## src/lbfp_pkg.sv

```systemverilog
// lbfp_pkg: shared constants and types for the lifetime-aware best-fit placer
// no dependencies; used by lbfp_cmp and the top level
`default_nettype none

package lbfp_pkg;

    localparam int DEF_ENTRIES   = 256;
    localparam int DEF_ADDR_BITS = 32;
    localparam int DEF_STEP_BITS = 16;

    localparam int SIZE_W = 32;
    localparam int OFFS_W = 32;
    localparam int STEP_W = 16;

    // result of one pass of the shared compare unit
    typedef struct packed {
        logic busy;    // lifetime touches the new one and range is non-empty
        logic covers;  // range covers the candidate gap start
        logic above;   // range starts above the candidate gap start
        logic lower;   // start is below the current minimum start
    } cmp_res_t;

endpackage

`default_nettype wire

```

## src/lbfp_cmp.sv

```systemverilog
// lbfp_cmp: shared compare unit, one table entry against the current item
// depends on lbfp_pkg
`default_nettype none

module lbfp_cmp
    import lbfp_pkg::*;
#(
    parameter int ADDR_BITS = DEF_ADDR_BITS,
    parameter int STEP_BITS = DEF_STEP_BITS
) (
    input  wire logic [ADDR_BITS-1:0] ent_start,
    input  wire logic [ADDR_BITS-1:0] ent_end,
    input  wire logic [STEP_BITS-1:0] ent_first,
    input  wire logic [STEP_BITS:0]   ent_lend,
    input  wire logic [STEP_BITS-1:0] item_first,
    input  wire logic [STEP_BITS:0]   item_lend,
    input  wire logic [ADDR_BITS-1:0] gap_start,
    input  wire logic [ADDR_BITS-1:0] min_start,
    output cmp_res_t                  res
);

    always_comb
    begin
        res.busy   = ({1'b0, ent_first} <= item_lend) &&
                     (ent_lend >= {1'b0, item_first}) &&
                     (ent_start < ent_end);
        res.covers = (ent_start <= gap_start) && (ent_end > gap_start);
        res.above  = ent_start > gap_start;
        res.lower  = ent_start < min_start;
    end

endmodule

`default_nettype wire

```

## config.mk

```make
export PLATFORM = sky130hd
export DESIGN_NAME = lbfp_cmp
export DESIGN_NICKNAME = d
export VERILOG_FILES = /design/src/lbfp_pkg.sv /design/src/lbfp_cmp.sv
export SDC_FILE = /design/constraint.sdc
export NUM_CORES = 1
export LEC_CHECK = 0
export BUFFER_PORTS_ARGS = -buffer_cell sky130_fd_sc_hd__buf_2
export CAP_MARGIN = 10
export CELL_PAD_IN_SITES_DETAIL_PLACEMENT = 2
export CELL_PAD_IN_SITES_GLOBAL_PLACEMENT = 2
export CORE_UTILIZATION = 24
export DETAILED_ROUTE_END_ITERATION = 8
export PLACE_DENSITY = 0.88
export SLEW_MARGIN = 20
export SYNTH_ARGS = -nofsm -noshare
export SYNTH_HDL_FRONTEND = slang
export SYNTH_SLANG_ARGS = --single-unit
export TNS_END_PERCENT = 20
```

## constraint.sdc

```tcl
create_clock -name vclk -period 3.3
set_clock_uncertainty 0.1 [all_clocks]
set_input_delay 0.66 -clock vclk [all_inputs]
set_output_delay 0.66 -clock vclk [all_outputs]
set_load 0.02 [all_outputs]
```

==> run metrics, run 1 <==
maximum number of pins on one net before global-route repair 5; total via count in the routed design roughly 4,600; Yosys top cell by area sky130_fd_sc_hd__ha_1; critical setup path kind in -> out; endpoints failing hold 0; number of I/O pins about 200; kind of capture point of the worst setup path output pin; number of setup violations in the final report 0; hold path startpoint item_lend[16]; final estimated routing congestion in global placement between 0.8 and 0.9; number of max-slew violations in the final report 0; Residual DRC 0; warning count from the yosys run 0; outcome completed; area of all placed cells without fillers ~5300 µm²; actual slew at the worst max-slew pin around 0.45 ns; Hold Slack 1.763 ns; overall die area 16,640 µm²; worst IR drop on VDD 0.00004188 V; quantity of I/O buffers inserted on ports around 200; Iteration-0 DRC Markers 71; total of max-cap violations 0; average via count per standard cell between 4 and 5; routed length per instance between 15 and 20 µm; flip-flop and latch count 0; Min Clock Period, post-route 3.201 ns; total global-route track usage 0.1880; vias in the first global route around 5,200; Die Y 129.0 µm; post-synthesis area per instance between 7 and 8 µm²; leakage approximately 3.2 nW; total power density per cell area roughly 130 nW/µm²; RSZ-0062 raised after global routing yes; layout clock buffer count 0; Hold EP res[3]; critical path arrival 2.44 ns; cell types with the highest counts after synthesis sky130_fd_sc_hd__ha_1, sky130_fd_sc_hd__inv_1, sky130_fd_sc_hd__a21oi_1, sky130_fd_sc_hd__nand2_1, sky130_fd_sc_hd__nand4_1; number of standard-cell rows in the floorplan 46; proportion of layout cells with a drive suffix above 1 0.3153; post-synthesis net count a little under 900; worst rel slew slack 0.6965; Worst Setup Start Kind primary input; worst path required time 2.54 ns; hold path depth 4; final global-route overflow total 0; largest cells by area after synthesis sky130_fd_sc_hd__ha_1, sky130_fd_sc_hd__inv_1, sky130_fd_sc_hd__a21oi_1; Placed Area 5200 µm²; path category of the worst min-delay check in -> out; top fanout value on the critical path 3; Fill cells ~1,900; sequential cell area fraction in the yosys report 0; Post-Syn Area slightly below 4000 µm²; area of the core ~16,000 µm²; number of detailed-route iterations in the first pass 4; final-stage net count around 1,100; initial core utilization 0.2446; dominant cell by count in the synthesized netlist sky130_fd_sc_hd__ha_1; horizontal die dimension 129.0 µm; final clock period utilization by the worst path 0.9700; post-layout worst setup margin around 0.1 ns; half-perimeter wire length after placement approximately 15,000 µm; antenna-violating nets left 0; first-pass GRT wire length ~25,000 µm; Sequential Area 0 µm²; area fraction of the dominant cell type after synthesis 0.5107; Area growth syn-to-layout 37.65%; setup slack at placement -0.1729 ns; number of antenna violations at the first check in global routing 0; maximum clock frequency around 310 MHz; gate count of the mapped netlist 532; unique cell type count in the Yosys netlist 42; Final Routed Wirelength between 15,000 and 20,000 µm
==> per-stage QoR <==
stage               setup TNS, ns  utilization  total power, W  cells
global placement         -0.05258       0.3285       0.0006141    955
global route              -0.1180       0.3365       0.0007724    955
floorplan                       0            -       0.0003517    532
CTS                             0       0.3296       0.0006679    955
finish                          0       0.3367       0.0006779    956
detailed placement        -0.1971       0.3285       0.0006601    955
==> worst max-delay path by stage <==
| stage | start | endpoint | slack [ns] | cells past startpoint |
|---|---|---|---|---|
| after floorplan | item_lend[6] | res[3] | 0.12 | 8 |
| after global placement | ent_end[14] | res[3] | -0.05 | 10 |
| after detailed placement | ent_end[11] | res[3] | -0.17 | 10 |
| after CTS | ent_end[11] | res[3] | 0.003 | 10 |
| after global routing | ent_start[14] | res[1] | -0.06 | 8 |
| final | ent_start[1] | res[0] | 0.1 | 9 |
==> layer usage <==
metal | global-route usage | vias up | wire length, µm
li1 | - | 2304 | -
met1 | 0.2261 | 2158 | 6878
met2 | 0.3777 | 95 | 8673
met3 | 0.007484 | 8 | 462
met4 | 0.01384 | 0 | 106
met5 | 0 | - | 0
==> worst max-delay path, cell delays in order <==
cell and delay, ns:
sky130_fd_sc_hd__buf_2 0.13, sky130_fd_sc_hd__ha_1 0.30, sky130_fd_sc_hd__a2111o_1 0.40, sky130_fd_sc_hd__a21oi_2 0.16, sky130_fd_sc_hd__buf_4 0.14, sky130_fd_sc_hd__o211ai_1 0.14, sky130_fd_sc_hd__a31oi_1 0.20, sky130_fd_sc_hd__o21a_1 0.17
sky130_fd_sc_hd__buf_4 0.15
==> cells in the final DEF, fill, tap and decap left out, types with 2 or more instances in the layout <==
cell,count
sky130_fd_sc_hd__o21ai_1,2
sky130_fd_sc_hd__nand2b_1,3
sky130_fd_sc_hd__nand2_1,42
sky130_fd_sc_hd__o31ai_1,2
sky130_fd_sc_hd__inv_2,2
sky130_fd_sc_hd__ha_1,154
sky130_fd_sc_hd__a21oi_2,4
sky130_fd_sc_hd__nor2_1,20
sky130_fd_sc_hd__a2111oi_2,3
sky130_fd_sc_hd__inv_1,127
sky130_fd_sc_hd__o21a_1,4
sky130_fd_sc_hd__a221oi_1,3
sky130_fd_sc_hd__a21oi_1,56
sky130_fd_sc_hd__nand4_1,22
sky130_fd_sc_hd__nor4_1,3
sky130_fd_sc_hd__nand3_1,10
sky130_fd_sc_hd__nor3_1,3
sky130_fd_sc_hd__buf_4,11
sky130_fd_sc_hd__ha_4,4
sky130_fd_sc_hd__nor4_2,3
sky130_fd_sc_hd__buf_2,195
sky130_fd_sc_hd__and4_1,3
sky130_fd_sc_hd__a21o_1,10
sky130_fd_sc_hd__a221o_1,2
sky130_fd_sc_hd__o211ai_1,3
sky130_fd_sc_hd__nor2b_1,4
sky130_fd_sc_hd__a211oi_1,4
sky130_fd_sc_hd__o21ai_0,18
==> what timing repair did <==
item                                    in CTS  in global routing
buffers inserted                             0                  0
pin swaps                                    3                 11
resized for setup                            4                 23
hold buffers                                 0                  0
endpoints found under the setup margin       2                  4
==> logic make-up after synthesis <==
logic type	synth area share
adder cells (fa/ha/maj)	0.5107
buffers and inverters	0.1251
AO/OA/AOI/OAI	0.2085
AND/OR/NAND/NOR	0.1558
==> area by class of cell <==
type	count	area (µm²)	share of cell area
timing repair buffer	207	1070	0.2008
inverter	129	484.2	0.09087
multi-input combinational	403	3502	0.6572
tap	216	270.3	0.05072
antenna	1	2.502	0.0004696
==> power breakdown <==
group / switching [W] / leakage (nW) / internal (W) / total (W)
Sequential: 0 / 0 / 0 / 0
Combinational: 0.000362 / 3.21 / 0.000316 / 0.000678
Clock: 0 / 0.00000634 / 0.0000000000408 / 0.0000000000408
Total: 0.000362 / 3.21 / 0.000316 / 0.000678
(Power assumes the default switching activity.)
==> run 2, diff against run 1 <==
CORE_UTILIZATION = 25   (was 24)
PLACE_DENSITY = 0.91   (was 0.88)
clock period = 3.1 ns   (was 3.3 ns; I/O delays follow)
==> run 2 against run 1 <==
  * First-iteration DRC count decreased by 4.2%
  * Global-route usage increased by 3.0 points
  * Routed wire length increased by 17%
  * Sequential share of layout area unchanged
  * Utilization increased by 6.6 points
  * Die area decreased by 3.9%
  * Critical path type unchanged
  * Clock-buffer cell count unchanged
  * The run now ends with setup timing left
  * Critical endpoint is now res[1]
  * Combinational power increased by 31%
  * Highest routed layer unchanged
  * Worst hold slack got worse by 0.095 ns
==> run metrics, run 2 (synthesized netlist as in run 1, its figures left out) <==
outcome finished with violations; violated checks setup timing; routed length per instance 19.19 µm (+14%); half-perimeter wire length after placement 16,010 µm (+3.9%); worst path required time 2.38 ns (-0.16 ns); top fanout value on the critical path 4 (+1); Total Negative Setup Slacks -0.3460 ns (-0.3460 ns); Min Clock Period, post-route 3.209 ns; first-pass GRT wire length 27,900 µm (+12%); library cell appearing most often on the critical path sky130_fd_sc_hd__buf_4; maximum number of pins on one net before global-route repair 5 (unchanged); placed cells 976 (+2.2%); quantity of I/O buffers inserted on ports 198 (unchanged); layout clock buffer count 0 (unchanged); maximum clock frequency 311.6 MHz; Die Y 126.4 µm (-2.0%); flip-flop and latch count 0 (unchanged); worst IR drop on VDD 0.00005852 V (+40%); internal cell power 0.0004282 W (+35%); area of all placed cells without fillers 6095 µm² (+14%); net switching fraction of the power 0.5176 (-0.01608); Sequential Area 0 µm² (unchanged); kind of capture point of the worst setup path output pin; Final Routed Wirelength 18,840 µm (+17%); worst rel slew slack 0.7204 (+0.02394); proportion of layout cells with a drive suffix above 1 0.4116 (+0.09633); crit-path leading delay family buffers and inverters; endpoints failing hold 0 (unchanged); leakage 3.487 nW (+8.7%); cell type of the slowest stage on the worst timing path sky130_fd_sc_hd__a2111oi_4; Placed Area 5533 µm² (+6.4%); leading cell type in the layout, fill and taps excluded sky130_fd_sc_hd__buf_2; horizontal die dimension 126.4 µm (-2.0%); number of I/O pins 198 (unchanged); post-layout worst setup margin -0.1090 ns (-0.2080 ns); final-stage net count 1,146 (+4.8%); most frequent cells in the layout sky130_fd_sc_hd__buf_2, sky130_fd_sc_hd__ha_1, sky130_fd_sc_hd__inv_1, sky130_fd_sc_hd__buf_4, sky130_fd_sc_hd__a21oi_1; average via count per standard cell 4.977 (+4.2%); number of antenna violations at the first check in global routing 1 (+1); vias in the first global route 5,692 (+9.5%); part of the power in combinational logic 1.000 (about the same); highest cell delay on the worst timing path 0.37 ns (-0.03 ns); number of detailed-route iterations in the first pass 4 (unchanged); critical setup path kind in -> out; critical path arrival 2.49 ns (+0.05 ns); path category of the worst min-delay check in -> out; area of the core 15,150 µm² (-4.3%); final global-route overflow total 0 (unchanged); CP cell instances buf_2 > buf_4 > ha_4 > nand4_1 > buf_4 > a2111oi_4 > nor4_4 > buf_4 > o2bb2ai_4 > buf_2; total of max-cap violations 0 (unchanged); Iteration-0 DRC Markers 68 (-4.2%); final estimated routing congestion in global placement 0.8271 (+2.1%); NetSw 0.0004595 W (+27%); total power density per cell area 145.7 nW/µm² (+15%); number of buffer and inverter stages on the critical path 5 (+2); clock group share of total power 0 (unchanged); overall die area 15,990 µm² (-3.9%); Area growth syn-to-layout 57.43%; utilization after layout 0.4024 (+0.06572); initial core utilization 0.2556 (+0.01101); RSZ-0062 raised after global routing yes; total via count in the routed design 4,887 (+7.1%); register share of total power 0 (unchanged); count of hold-fix buffers inserted at cts 0 (unchanged); number of setup violations in the final report 4 (+4); final clock period utilization by the worst path 1.035; number of max-slew violations in the final report 0 (unchanged); total global-route track usage 0.2183 (+0.03035); Residual DRC 0 (unchanged); actual slew at the worst max-slew pin 0.4194 ns (-0.03175 ns); Worst Setup Start Kind primary input; antenna-violating nets left 0 (unchanged); number of standard-cell rows in the floorplan 45 (-2.2%); Fill cells 1,785 (-6.9%); Finished Layout Cells 982 (+2.7%)
-- run 2: cell types whose count changed in the layout (fill, tap and decap cells not counted), moves of 5 or more --
cell,previous run,this run
sky130_fd_sc_hd__a21oi_1,56,49
sky130_fd_sc_hd__ha_4,4,20
sky130_fd_sc_hd__buf_4,11,62
sky130_fd_sc_hd__inv_1,127,122
sky130_fd_sc_hd__ha_1,154,137
-- run 2: metrics by stage --
step	hold WS [ns]	total power, W	setup slack [ns]
floorplan	1.451	0.0003744	0.0009481
global placement	1.684	0.0006976	-0.3005
detailed placement	1.738	0.0007617	-0.3284
CTS	1.718	0.0008149	-0.06458
global route	1.726	0.0009828	-0.2530
finish	1.668	0.0008878	-0.1090
-- run 2: layout make-up --
class | count | area [µm²] | share of cell area
tap | 188 | 235.2 | 0.03860
inverter | 129 | 486.7 | 0.07986
antenna | 2 | 5.005 | 0.0008212
timing repair buffer | 260 | 1491 | 0.2447
multi-input combinational | 403 | 3876 | 0.6360
-- run 2: layer usage --
metal / vias up / track usage / share of wire
li1: 2407 / - / -
met1: 2322 / 0.2372 / 0.39
met2: 128 / 0.4517 / 0.56
met3: 30 / 0.01434 / 0.027
met4: 0 / 0.04961 / 0.026
met5: - / 0 / 0
-- run 2: worst paths after layout --
check / startpoint / to / slack [ns] / depth (start not counted)
max: ent_start[13] / res[1] / -0.11 / 10
min: ent_lend[16] / res[3] / 1.67 / 5
-- run 2: power groups by stage --
stage | clock network (W) | logic (W) | registers (W)
3_3_place_gp | 0 | 0.000698 | 0
6_report | 0.0000000000865 | 0.000888 | 0
2_1_floorplan | 0 | 0.000374 | 0
5_1_grt | 0 | 0.000983 | 0
3_5_place_dp | 0 | 0.000762 | 0
4_1_cts | 0 | 0.000815 | 0
-- run 2: what timing repair did --
item                                    in CTS  in global routing
resized for setup                           37                 47
pin swaps                                   19                 27
gates cloned                                 0                  0
endpoints found under the setup margin       4                  4
buffers inserted                             2                  4
-- run 2: tightest hold or removal path, cell delays in order --
cell	delay (ns)
sky130_fd_sc_hd__buf_2	0.08
sky130_fd_sc_hd__a211o_1	0.08
sky130_fd_sc_hd__a41oi_1	0.04
sky130_fd_sc_hd__nor4_2	0.14
sky130_fd_sc_hd__buf_4	0.18
